==> src/design/integer_text_formatter_macros.svh <==
// Assertion macros for the integer text formatter.
// Each macro takes a label, clock, reset, antecedent, consequent and message.
`ifndef INTEGER_TEXT_FORMATTER_MACROS_SVH
`define INTEGER_TEXT_FORMATTER_MACROS_SVH

`ifndef SYNTHESIS
// Same-cycle implication
`define ITF_ASSERT_IMPL(label, clk, rst, ante, cons, msg) \
   label: assert property (@(posedge clk) disable iff (rst) (ante) |-> (cons)) \
      else $error(msg);
// Next-cycle implication
`define ITF_ASSERT_NEXT(label, clk, rst, ante, cons, msg) \
   label: assert property (@(posedge clk) disable iff (rst) (ante) |=> (cons)) \
      else $error(msg);
`else
`define ITF_ASSERT_IMPL(label, clk, rst, ante, cons, msg)
`define ITF_ASSERT_NEXT(label, clk, rst, ante, cons, msg)
`endif

`endif

==> src/design/itf_pkg.sv <==
`timescale 1ns / 1ps
package itf_pkg;

   // sizing
   localparam int DEFAULT_MAX_DIGITS = 48;
   localparam int BUFFER_CHARS       = 64;
   localparam int VALUE_W            = 64;
   localparam int DIGIT_W            = 4;
   localparam int CHAR_W             = 8;
   localparam int OP_W               = 3;
   localparam int FLAGS_W            = 6;
   localparam int PREC_W             = 6;
   localparam int FIELD_W            = $clog2(BUFFER_CHARS + 1);

   // request tdata layout, lowest bit first
   localparam int REQ_FLAGS_LSB = VALUE_W;
   localparam int REQ_WIDTH_LSB = REQ_FLAGS_LSB + FLAGS_W;
   localparam int REQ_PREC_LSB  = REQ_WIDTH_LSB + FIELD_W;
   localparam int REQ_USED_W    = REQ_PREC_LSB + PREC_W;
   localparam int REQ_TDATA_W   = ((REQ_USED_W + 7) / 8) * 8;

   // operation codes
   localparam logic [OP_W-1:0] OP_SDEC       = 3'd0;
   localparam logic [OP_W-1:0] OP_UDEC       = 3'd1;
   localparam logic [OP_W-1:0] OP_OCT        = 3'd2;
   localparam logic [OP_W-1:0] OP_HEX_LOWER  = 3'd3;
   localparam logic [OP_W-1:0] OP_HEX_UPPER  = 3'd4;

   // flag bit positions
   localparam int FLAG_LEFT_BIT  = 2;
   localparam int FLAG_SPACE_BIT = 3;
   localparam int FLAG_PLUS_BIT  = 4;
   localparam int FLAG_GROUP_BIT = 5;

   // characters
   localparam logic [CHAR_W-1:0] CHAR_SPACE   = 8'h20;
   localparam logic [CHAR_W-1:0] CHAR_PLUS    = 8'h2B;
   localparam logic [CHAR_W-1:0] CHAR_COMMA   = 8'h2C;
   localparam logic [CHAR_W-1:0] CHAR_MINUS   = 8'h2D;
   localparam logic [CHAR_W-1:0] CHAR_ZERO    = 8'h30;
   localparam logic [CHAR_W-1:0] CHAR_UPPER_A = 8'h41;
   localparam logic [CHAR_W-1:0] CHAR_LOWER_A = 8'h61;

   typedef enum logic [1:0] {
      RADIX_DEC = 2'd0,
      RADIX_OCT = 2'd1,
      RADIX_HEX = 2'd2
   } itf_radix_type;

   // one item's formatting job, captured at the request transfer
   typedef struct packed {
      logic [OP_W-1:0]    operation;
      logic               left;
      logic               group;
      logic [FIELD_W-1:0] min_width;
      logic [PREC_W-1:0]  precision;
      logic               has_sign;
      logic [CHAR_W-1:0]  sign_char;
   } itf_job_type;

   typedef struct packed {
      logic load;
      logic shift;
   } itf_conv_ctrl_type;

   typedef struct packed {
      logic               busy;
      logic               done;
      logic [DIGIT_W-1:0] top_digit;
   } itf_conv_status_type;

   // ASCII for one digit
   function automatic logic [CHAR_W-1:0] digit_char(input logic [DIGIT_W-1:0] d,
                                                    input logic upper);
      logic [CHAR_W-1:0] d_ext;
      d_ext = CHAR_W'(d);
      if (d < 4'd10)
         return CHAR_ZERO + d_ext;
      else if (upper)
         return CHAR_UPPER_A + d_ext - 8'd10;
      else
         return CHAR_LOWER_A + d_ext - 8'd10;
   endfunction

   // x / 3 by reciprocal (43 / 128), exact for x below 128
   function automatic logic [FIELD_W-2:0] div3(input logic [FIELD_W-1:0] x);
      logic [2*FIELD_W-2:0] p;
      p = (2*FIELD_W-1)'(x) * (2*FIELD_W-1)'(43);
      return p[2*FIELD_W-2:FIELD_W];
   endfunction

endpackage

==> src/design/itf_convert.sv <==
`timescale 1ns / 1ps
module itf_convert import itf_pkg::*; #(
   parameter int MAX_DIGITS = DEFAULT_MAX_DIGITS,
   localparam int CNT_W = $clog2(MAX_DIGITS + 1)
) (
   input  logic                clock,
   input  logic                reset,
   input  itf_conv_ctrl_type   ctrl,
   input  itf_radix_type       radix,
   input  logic [VALUE_W-1:0]  magnitude,
   output itf_conv_status_type status,
   output logic [CNT_W-1:0]    sig
);

   localparam int BITCNT_W = $clog2(VALUE_W);

   logic [VALUE_W-1:0]  shift_ff, shift_in;
   logic [BITCNT_W-1:0] bit_cnt_ff, bit_cnt_in;
   logic                running_ff, running_in;
   logic                done_ff, done_in;
   itf_radix_type       radix_ff, radix_in;
   logic [DIGIT_W-1:0]  digit_ff [MAX_DIGITS];
   logic [DIGIT_W-1:0]  digit_in [MAX_DIGITS];
   logic [MAX_DIGITS-1:0] mask_ff, mask_in;
   logic [MAX_DIGITS-1:0] carry;
   logic [MAX_DIGITS-1:0] grow_vec;
   logic [CNT_W-1:0]    sig_ff, sig_in;
   logic [DIGIT_W:0]    radix_val;
   logic [DIGIT_W-1:0]  half_val;

   // one digit cell: doubles and adds the bit from below, folds at the radix
   function automatic logic [DIGIT_W-1:0] cell_next(input logic [DIGIT_W-1:0] d,
                                                    input logic cin,
                                                    input logic cout,
                                                    input logic [DIGIT_W:0] rad);
      logic [DIGIT_W:0] dbl;
      dbl = {d, cin};
      if (cout)
         dbl = dbl - rad;
      return dbl[DIGIT_W-1:0];
   endfunction

   // radix of the current job
   always_comb begin
      case (radix_ff)
         RADIX_DEC: radix_val = 5'd10;
         RADIX_OCT: radix_val = 5'd8;
         default:   radix_val = 5'd16;
      endcase
      half_val = radix_val[DIGIT_W:1];
   end

   // carries depend only on the stored digit; mask marks significant digits
   always_comb begin
      for (int i = 0; i < MAX_DIGITS; i++)
         carry[i] = (digit_ff[i] >= half_val);
      grow_vec[0] = ~mask_ff[0] & shift_ff[VALUE_W-1];
      for (int i = 1; i < MAX_DIGITS; i++)
         grow_vec[i] = ~mask_ff[i] & mask_ff[i-1] & carry[i-1];
   end

   // load, bit step or digit shift towards the top
   always_comb begin
      shift_in   = shift_ff;
      bit_cnt_in = bit_cnt_ff;
      running_in = running_ff;
      done_in    = done_ff;
      radix_in   = radix_ff;
      mask_in    = mask_ff;
      sig_in     = sig_ff;
      digit_in   = digit_ff;
      if (ctrl.load) begin
         shift_in   = magnitude;
         bit_cnt_in = '0;
         running_in = 1'b1;
         done_in    = 1'b0;
         radix_in   = radix;
         mask_in    = '0;
         sig_in     = '0;
         for (int i = 0; i < MAX_DIGITS; i++)
            digit_in[i] = '0;
      end else if (running_ff) begin
         shift_in   = {shift_ff[VALUE_W-2:0], 1'b0};
         bit_cnt_in = bit_cnt_ff + 1'b1;
         if (&bit_cnt_ff) begin
            running_in = 1'b0;
            done_in    = 1'b1;
         end
         digit_in[0] = cell_next(digit_ff[0], shift_ff[VALUE_W-1], carry[0], radix_val);
         for (int i = 1; i < MAX_DIGITS; i++)
            digit_in[i] = cell_next(digit_ff[i], carry[i-1], carry[i], radix_val);
         mask_in = mask_ff | grow_vec;
         sig_in  = sig_ff + CNT_W'(|grow_vec);
      end else if (ctrl.shift) begin
         digit_in[0] = '0;
         for (int i = 1; i < MAX_DIGITS; i++)
            digit_in[i] = digit_ff[i-1];
      end
   end

   // control registers
   always_ff @(posedge clock) begin
      if (reset) begin
         running_ff <= 1'b0;
         done_ff    <= 1'b0;
      end else begin
         running_ff <= running_in;
         done_ff    <= done_in;
      end
   end

   // datapath registers
   always_ff @(posedge clock) begin
      shift_ff   <= shift_in;
      bit_cnt_ff <= bit_cnt_in;
      radix_ff   <= radix_in;
      mask_ff    <= mask_in;
      sig_ff     <= sig_in;
      digit_ff   <= digit_in;
   end

   assign status.busy      = running_ff;
   assign status.done      = done_ff;
   assign status.top_digit = digit_ff[MAX_DIGITS-1];
   assign sig              = sig_ff;

endmodule

==> src/design/itf_emit.sv <==
`timescale 1ns / 1ps
module itf_emit import itf_pkg::*; #(
   parameter int MAX_DIGITS = DEFAULT_MAX_DIGITS,
   localparam int CNT_W = $clog2(MAX_DIGITS + 1)
) (
   input  logic                clock,
   input  logic                reset,
   input  logic                start,
   input  itf_job_type         job,
   input  itf_conv_status_type conv_status,
   input  logic [CNT_W-1:0]    sig,
   output itf_conv_ctrl_type   conv_ctrl,
   output logic                idle,
   output logic                rsp_valid,
   input  logic                rsp_ready,
   output logic [CHAR_W-1:0]   rsp_char,
   output logic                rsp_last
);

   localparam logic [FIELD_W-1:0] MAX_DIGITS_F = FIELD_W'(MAX_DIGITS);
   localparam logic [FIELD_W-1:0] BUFFER_F     = FIELD_W'(BUFFER_CHARS);

   typedef enum logic [9:0] {
      ST_IDLE  = 10'b00_0000_0001,
      ST_CONV  = 10'b00_0000_0010,
      ST_SETUP = 10'b00_0000_0100,
      ST_SIZE  = 10'b00_0000_1000,
      ST_ALIGN = 10'b00_0001_0000,
      ST_LPAD  = 10'b00_0010_0000,
      ST_SIGN  = 10'b00_0100_0000,
      ST_DIGIT = 10'b00_1000_0000,
      ST_COMMA = 10'b01_0000_0000,
      ST_RPAD  = 10'b10_0000_0000
   } itf_state_type;

   itf_state_type      state_ff, state_in;
   itf_job_type        job_ff, job_in;
   logic [CNT_W-1:0]   ndig_ff, ndig_in;
   logic [CNT_W-1:0]   k_ff, k_in;
   logic [1:0]         kmod_ff, kmod_in;
   logic [FIELD_W-1:0] pad_ff, pad_in;
   logic [CNT_W-1:0]   align_ff, align_in;
   logic               rsp_valid_ff, rsp_valid_in;
   logic [CHAR_W-1:0]  rsp_char_ff, rsp_char_in;
   logic               rsp_last_ff, rsp_last_in;

   logic               out_free;
   logic               emit;
   logic [CHAR_W-1:0]  emit_char;
   logic               emit_last;

   logic [FIELD_W-1:0] sig_f, prec_c, nd_a, nd_full;
   logic [FIELD_W-1:0] nm1, q3, rem, commas, field, width_c;
   logic [FIELD_W-2:0] q;

   // digit count: significant digits, precision (capped) and at least one
   always_comb begin
      sig_f   = FIELD_W'(sig);
      prec_c  = (FIELD_W'(job_ff.precision) > MAX_DIGITS_F) ? MAX_DIGITS_F
                                                             : FIELD_W'(job_ff.precision);
      nd_a    = (sig_f > prec_c) ? sig_f : prec_c;
      nd_full = (nd_a == '0) ? FIELD_W'(1) : nd_a;
   end

   // field length, pad and position of the first comma
   always_comb begin
      nm1     = FIELD_W'(ndig_ff) - FIELD_W'(1);
      q       = div3(nm1);
      q3      = {q, 1'b0} + {1'b0, q};
      rem     = nm1 - q3;
      commas  = job_ff.group ? FIELD_W'(q) : '0;
      field   = FIELD_W'(ndig_ff) + commas + FIELD_W'(job_ff.has_sign);
      width_c = (job_ff.min_width > BUFFER_F) ? BUFFER_F : job_ff.min_width;
   end

   assign out_free = !rsp_valid_ff || rsp_ready;

   // sequencer
   always_comb begin
      state_in        = state_ff;
      job_in          = job_ff;
      ndig_in         = ndig_ff;
      k_in            = k_ff;
      kmod_in         = kmod_ff;
      pad_in          = pad_ff;
      align_in        = align_ff;
      emit            = 1'b0;
      emit_char       = CHAR_SPACE;
      emit_last       = 1'b0;
      conv_ctrl.load  = start;
      conv_ctrl.shift = 1'b0;
      case (state_ff)
         ST_IDLE: begin
            if (start) begin
               job_in   = job;
               state_in = ST_CONV;
            end
         end
         ST_CONV: begin
            if (conv_status.done)
               state_in = ST_SETUP;
         end
         ST_SETUP: begin
            ndig_in  = CNT_W'(nd_full);
            k_in     = CNT_W'(nd_full - FIELD_W'(1));
            align_in = CNT_W'(MAX_DIGITS_F - nd_full);
            state_in = ST_SIZE;
         end
         ST_SIZE: begin
            kmod_in  = rem[1:0];
            pad_in   = (width_c > field) ? (width_c - field) : '0;
            state_in = ST_ALIGN;
         end
         ST_ALIGN: begin
            // bring the leading digit to the top cell
            if (align_ff == '0) begin
               state_in = ST_LPAD;
            end else begin
               conv_ctrl.shift = 1'b1;
               align_in        = align_ff - 1'b1;
            end
         end
         ST_LPAD: begin
            if (job_ff.left || pad_ff == '0) begin
               state_in = ST_SIGN;
            end else if (out_free) begin
               emit   = 1'b1;
               pad_in = pad_ff - 1'b1;
            end
         end
         ST_SIGN: begin
            if (!job_ff.has_sign) begin
               state_in = ST_DIGIT;
            end else if (out_free) begin
               emit      = 1'b1;
               emit_char = job_ff.sign_char;
               state_in  = ST_DIGIT;
            end
         end
         ST_DIGIT: begin
            if (out_free) begin
               emit            = 1'b1;
               emit_char       = digit_char(conv_status.top_digit,
                                            job_ff.operation == OP_HEX_UPPER);
               conv_ctrl.shift = 1'b1;
               if (k_ff == '0) begin
                  emit_last = !(job_ff.left && pad_ff != '0);
                  state_in  = emit_last ? ST_IDLE : ST_RPAD;
               end else begin
                  k_in    = k_ff - 1'b1;
                  kmod_in = (kmod_ff == 2'd0) ? 2'd2 : kmod_ff - 2'd1;
                  if (job_ff.group && kmod_ff == 2'd0)
                     state_in = ST_COMMA;
               end
            end
         end
         ST_COMMA: begin
            if (out_free) begin
               emit      = 1'b1;
               emit_char = CHAR_COMMA;
               state_in  = ST_DIGIT;
            end
         end
         ST_RPAD: begin
            if (out_free) begin
               emit   = 1'b1;
               pad_in = pad_ff - 1'b1;
               if (pad_ff == FIELD_W'(1)) begin
                  emit_last = 1'b1;
                  state_in  = ST_IDLE;
               end
            end
         end
         default: state_in = ST_IDLE;
      endcase
   end

   // output register
   always_comb begin
      rsp_valid_in = rsp_valid_ff;
      rsp_char_in  = rsp_char_ff;
      rsp_last_in  = rsp_last_ff;
      if (emit) begin
         rsp_valid_in = 1'b1;
         rsp_char_in  = emit_char;
         rsp_last_in  = emit_last;
      end else if (rsp_ready) begin
         rsp_valid_in = 1'b0;
      end
   end

   always_ff @(posedge clock) begin
      if (reset) begin
         state_ff     <= ST_IDLE;
         rsp_valid_ff <= 1'b0;
      end else begin
         state_ff     <= state_in;
         rsp_valid_ff <= rsp_valid_in;
      end
   end

   always_ff @(posedge clock) begin
      job_ff      <= job_in;
      ndig_ff     <= ndig_in;
      k_ff        <= k_in;
      kmod_ff     <= kmod_in;
      pad_ff      <= pad_in;
      align_ff    <= align_in;
      rsp_char_ff <= rsp_char_in;
      rsp_last_ff <= rsp_last_in;
   end

   assign idle      = (state_ff == ST_IDLE);
   assign rsp_valid = rsp_valid_ff;
   assign rsp_char  = rsp_char_ff;
   assign rsp_last  = rsp_last_ff;

endmodule

==> src/design/integer_text_formatter.sv <==
`timescale 1ns / 1ps
`include "integer_text_formatter_macros.svh"
// Integer text formatter: turns one 64-bit integer into printf-style ASCII text.
// Request channel (req_*): one transfer per number; tuser holds the conversion
// (signed/unsigned decimal, octal, lower/upper hex), tdata the value and format.
// Response channel (rsp_*): one transfer per character, leftmost first, tlast on
// the final character. Every number yields between 1 and 64 characters.
// The value is shifted into a row of radix digit cells one bit per cycle; the
// setup and size states follow, then the leading digit is shifted to the top
// cell, one shift for each unused digit position (MAX_DIGITS minus digits
// printed). The first character is registered after that alignment; the left
// pad and sign states pass without output where no left pad or no sign is due.
// Characters then leave at one per cycle while the receiver accepts them, with
// a pause as the left pad ends and another where no sign is due.
// A new request is taken only once the sequencer is back in idle, which is as
// soon as the last character of the previous number is registered.
// A stalled receiver holds the output register and the character-emitting states.
// Reset empties the output register and returns the sequencer to idle.
module integer_text_formatter import itf_pkg::*; #(
   parameter int MAX_DIGITS = DEFAULT_MAX_DIGITS
) (
   input  logic                   clock,
   input  logic                   reset,
   input  logic                   req_tvalid,
   output logic                   req_tready,
   // value[63:0], format_flags[69:64], min_width[76:70], precision[82:77], zero
   input  logic [REQ_TDATA_W-1:0] req_tdata,
   // operation[2:0]
   input  logic [OP_W-1:0]        req_tuser,
   output logic                   rsp_tvalid,
   input  logic                   rsp_tready,
   // character[7:0]
   output logic [CHAR_W-1:0]      rsp_tdata,
   output logic                   rsp_tlast
);

   localparam int CNT_W = $clog2(MAX_DIGITS + 1);

   logic                req_xfer;
   logic [VALUE_W-1:0]  value;
   logic [FLAGS_W-1:0]  flags;
   logic [OP_W-1:0]     op_n;
   logic                negative;
   logic [VALUE_W-1:0]  magnitude;
   itf_radix_type       radix;
   itf_job_type         job;
   itf_conv_ctrl_type   conv_ctrl;
   itf_conv_status_type conv_status;
   logic [CNT_W-1:0]    sig;
   logic                idle;

   assign req_tready = idle;
   assign req_xfer   = req_tvalid && req_tready;
   assign value      = req_tdata[VALUE_W-1:0];
   assign flags      = req_tdata[REQ_FLAGS_LSB +: FLAGS_W];

   // unused codes fall back to unsigned decimal
   always_comb begin
      case (req_tuser)
         OP_SDEC, OP_UDEC, OP_OCT, OP_HEX_LOWER, OP_HEX_UPPER: op_n = req_tuser;
         default: op_n = OP_UDEC;
      endcase
      case (op_n)
         OP_SDEC, OP_UDEC: radix = RADIX_DEC;
         OP_OCT:           radix = RADIX_OCT;
         default:          radix = RADIX_HEX;
      endcase
   end

   // sign and magnitude; the most negative value wraps to its own magnitude
   always_comb begin
      negative  = (op_n == OP_SDEC) && value[VALUE_W-1];
      magnitude = negative ? VALUE_W'(~value + 1'b1) : value;
      job.operation = op_n;
      job.left      = flags[FLAG_LEFT_BIT];
      job.group     = flags[FLAG_GROUP_BIT];
      job.min_width = req_tdata[REQ_WIDTH_LSB +: FIELD_W];
      job.precision = req_tdata[REQ_PREC_LSB +: PREC_W];
      job.has_sign  = 1'b0;
      job.sign_char = CHAR_SPACE;
      if (negative) begin
         job.has_sign  = 1'b1;
         job.sign_char = CHAR_MINUS;
      end else if (op_n == OP_SDEC && flags[FLAG_PLUS_BIT]) begin
         job.has_sign  = 1'b1;
         job.sign_char = CHAR_PLUS;
      end else if (op_n == OP_SDEC && flags[FLAG_SPACE_BIT]) begin
         job.has_sign  = 1'b1;
         job.sign_char = CHAR_SPACE;
      end
   end

   itf_convert #(.MAX_DIGITS(MAX_DIGITS)) u_convert (
      .clock     (clock),
      .reset     (reset),
      .ctrl      (conv_ctrl),
      .radix     (radix),
      .magnitude (magnitude),
      .status    (conv_status),
      .sig       (sig)
   );

   itf_emit #(.MAX_DIGITS(MAX_DIGITS)) u_emit (
      .clock       (clock),
      .reset       (reset),
      .start       (req_xfer),
      .job         (job),
      .conv_status (conv_status),
      .sig         (sig),
      .conv_ctrl   (conv_ctrl),
      .idle        (idle),
      .rsp_valid   (rsp_tvalid),
      .rsp_ready   (rsp_tready),
      .rsp_char    (rsp_tdata),
      .rsp_last    (rsp_tlast)
   );

   // checks
   `ITF_ASSERT_IMPL(a_req_when_free, clock, reset, req_tvalid && req_tready,
                    !conv_status.busy, "request taken while conversion running")
   `ITF_ASSERT_NEXT(a_conv_starts, clock, reset, req_tvalid && req_tready,
                    conv_status.busy, "conversion did not start after request")
   `ITF_ASSERT_IMPL(a_no_shift_busy, clock, reset, conv_ctrl.shift,
                    !conv_status.busy, "digit shift during conversion")
   `ITF_ASSERT_IMPL(a_done_after_run, clock, reset, $rose(conv_status.done),
                    $past(conv_status.busy), "conversion done without running")

endmodule
==> config.mk <==
export PLATFORM = sky130hd
export DESIGN_NAME = integer_text_formatter
export DESIGN_NICKNAME = d
export VERILOG_FILES = /design/src/design/itf_pkg.sv /design/src/design/itf_convert.sv /design/src/design/itf_emit.sv /design/src/design/integer_text_formatter.sv
export VERILOG_INCLUDE_DIRS = /design/src /design/src/design
export SDC_FILE = /design/constraint.sdc
export NUM_CORES = 1
export LEC_CHECK = 0
export BUFFER_PORTS_ARGS = -buffer_cell sky130_fd_sc_hd__buf_2
export CORE_UTILIZATION = 35
export DETAILED_ROUTE_END_ITERATION = 16
export GPL_TIMING_DRIVEN = 0
export PLACE_DENSITY = 0.6
export SYNTH_ARGS = -nofsm -noshare
export SYNTH_HDL_FRONTEND = slang
export SYNTH_SLANG_ARGS = --single-unit
==> constraint.sdc <==
create_clock -name clock -period 18.3 [get_ports clock]
set_input_delay 3.66 -clock clock [delete_from_list [all_inputs] [get_ports clock]]
set_output_delay 3.66 -clock clock [all_outputs]
set_load 0.005 [all_outputs]
==> key figures <==
STA
  – Final Max Slew Viols: 0
  – Max Fclk: 139 MHz
  – Clk_skew: between 0.02 and 0.03 ns
  – Final Hold Fails: 0
  – Worst Tran Pin Value: 1.36 ns
  – Slew headroom: 0.0953
  – Final setup fails: 0
  – Crit path time final: about 7 ns
  – RSZ-0062 raised after global routing: no
  – Setup ws final: 11.12 ns
  – Setup_tns: 0 ns
  – Final Cycle Share: 0.392

Placement
  – Port Buffer Count: 97
  – Pre-CTS setup slack: 10.61 ns
  – Final GP Congestion: 0.864
  – Hpwl dp: 53200 µm

Synthesis
  – Synth Register Bits: 388
  – Synth unique cells: 72
  – Ys Warns: 0
  – Syn Std Cell Area: ~0.026 mm²
  – Post-synthesis sequential area ratio: 0.351
  – Synth area leader: dfxtp_1
  – Post-Syn Area per Cell: 8.50 µm²
  – Predominant post-synthesis flop cell: dfxtp_1
  – Synth area leaders: dfxtp_1 21%, edfxtp_1 14%, ha_1 12%, a211oi_1 8.8%, o21ai_0 4.5%
  – Cells after synthesis: ~3000
  – Post-synth EDFFs: 123
  – Synth top area share: 0.207
  – Ys async rst share: 0
  – Mapped Nets: 3372

Floorplanning
  – Core ar.: 0.0720 mm²
  – IO Pins: 106
  – DIE AREA: roughly 0.074 mm²
  – Die height: 273 µm
  – Starting Density: 0.356
  – Die Span X: 273 µm
  – FP Rows: 98

Worst hold path
  – Worst min path class: reg2reg

Setup path
  – Startpoint types: flop
  – Largest fanout on the critical path: 6
  – Critical Path Sink Type: flop
  – Critical path class: reg2reg
  – WP data required: 18.61 ns
  – Worst EP arrival: 7.49 ns
  – Worst stage delay on the critical path: 0.61 ns
  – CP max-delay cell: o31ai_1

Detailed routing
  – DRC: 0
  – Routed Antenna Nets: 0
  – 1st-pass router iterations: 6
  – Drt wl/cell: ~17 µm
  – DR iter-0 viols: between 1000 and 1500
  – Vias: 21900
  – Via density: 5.28
  – Routed wire length: 72400 µm

GRT
  – Grt total ovfl: 0
  – Initial antenna violation count: 0
  – Pin count of the biggest net entering global routing: between 60 and 70
  – Vias in the first global route: ~21000
  – First-pass GRT wire length: roughly 120000 µm
  – GRT Util Overall: 0.193

Clock tree
  – CTS root buffer: clkbuf_16
  – Clk sinks: around 390
  – Clk buf depth: 3
  – Clk_lat worst skew: roughly 0.60 ns
  – H-Tree Depth: 2
  – CTS buffer count: 46
  – CTS Hold Buffers Added: 0
  – CTS tree: built
  – Post-CTS Setup Inserts: 0
  – Clock-pin slew on the worst setup and hold paths: 0.06 ns
  – PostCTS Resize Cnt: 0

Power and ir drop
  – Peak supply drop: 0.0823 mV
  – Pwr dens: around 160 mW/mm²
  – Leakage power total: 0.0120 µW

Job
  – Max Cap Violations: 0

Status
  – Result of the run: finished clean

Finish
  – Diode count: 0
  – Area grow syn2layout: 13.1%
  – Commonest non-fill, non-tap cell in the layout: a211oi_1
  – Fin nets: about 3500
  – Commonest non-fill, non-tap cells in the layout: 299 x a211oi_1, 283 x nor2_1, 273 x nand2_1
  – Share of cells above drive strength 1: 0.0659
  – FILL cells: 7303
  – Fin util: 0.403
where the power goes:
group / total [µW] / switching [µW] / internal [µW]
clock network: 950 / 392 / 558
registers: 1440 / 196 / 1250
logic: 2290 / 1440 / 850
total: 4680 / 2030 / 2660
cells in the mapped netlist, types with 14 or more instances:
master    instances
dfxtp_1         265
o21ai_0         230
nor3_1           72
nand2b_1         55
buf_1            14
a31oi_1          50
mux2i_1          66
nor2b_1         103
a21oi_1         124
ha_1            254
xnor2_1          75
nand3_1          27
clkbuf_1        115
nand2_1         274
nor2_1          284
inv_1           235
edfxtp_1        123
a21boi_0         44
xor2_1           83
a21o_1           30
a211oi_1        299
final cells by class:
| type | count | area (µm²) | area share |
|---|---|---|---|
| Timing Repair Buffer | 103 | 628 | 0.0217 |
| Multi-Input combinational cell | 2247 | 15200 | 0.524 |
| Clock inverter | 16 | 171 | 0.00591 |
| Clock buffer | 70 | 1360 | 0.0470 |
| Inverter | 236 | 886 | 0.0306 |
| Sequential cell | 388 | 9000 | 0.310 |
| Tap cell | 950 | 1190 | 0.0410 |
| Buffer | 143 | 573 | 0.0198 |
registers in the layout (all words and copies together) (netlist names), 2 cells and up:
name and flops:
u_emit.k_ff 6, u_convert.digit_ff 188, u_emit.kmod_ff 2, u_convert.sig 6
u_emit.ndig_ff 6, u_emit.job_ff 22, u_convert.radix_ff 2, u_emit.state_ff 10
u_convert.mask_ff 48, u_emit.align_ff 6, u_emit.rsp_char 7, u_convert.bit_cnt_ff 6
u_convert.status 4, u_emit.pad_ff 7, u_convert.shift_ff 64
worst paths after layout:
path | startpoint | to | slack [ns] | cells after the start
worst max-delay path | u_emit.ndig_ff[0] | u_emit.pad_ff[3] | 11.12 | 25
worst min-delay path | u_convert.mask_ff[47] | u_convert.mask_ff[47] | 0.49 | 2
worst max register to register | u_emit.ndig_ff[0] | u_emit.pad_ff[3] | 11.12 | 25
worst min register to register | u_convert.mask_ff[47] | u_convert.mask_ff[47] | 0.49 | 2
critical path: cells and delay by family, from the launching register on:
family,cells,cell delay (ns)
adders and majority gates,7,2.52
AOI/OAI and AO/OA,9,2.44
xor gates and xnor gates,2,0.49
DFF,1,0.48
buffers and inverters,5,0.47
and+or+nand+nor,2,0.46
layer usage:
metal	track usage	share of wire
met2	0.319	0.46
met1	0.268	0.48
met5	0	0
met4	0.0448	0.018
met3	0.0199	0.039
cells by family (layout without fill, tap and decap cells):
family | count (synthesis) | after routing | share of synthesized area
buffers and inverters | 379 | 568 | 0.0569
and+or+nand+nor | 902 | 902 | 0.166
AOI/OAI and AO/OA | 853 | 853 | 0.214
DFF | 388 | 388 | 0.351
muxes | 70 | 70 | 0.0275
other | 1 | 1 | 0.000146
xor gates and xnor gates | 158 | 158 | 0.0540
adders and majority gates | 263 | 263 | 0.131
per-stage QoR:
step	std cells	cell area, µm²	total power [µW]	hold WS [ns]
final	4153	29000	4680	0.486
after global routing	4153	29000	5100	0.500
after CTS	4153	29000	4700	0.475
after detailed placement	4067	27500	3730	0.451
after global placement	4061	27300	3680	0.444
after floorplan	3014	25600	3060	0.428
Power figures use the tool's default switching activity.
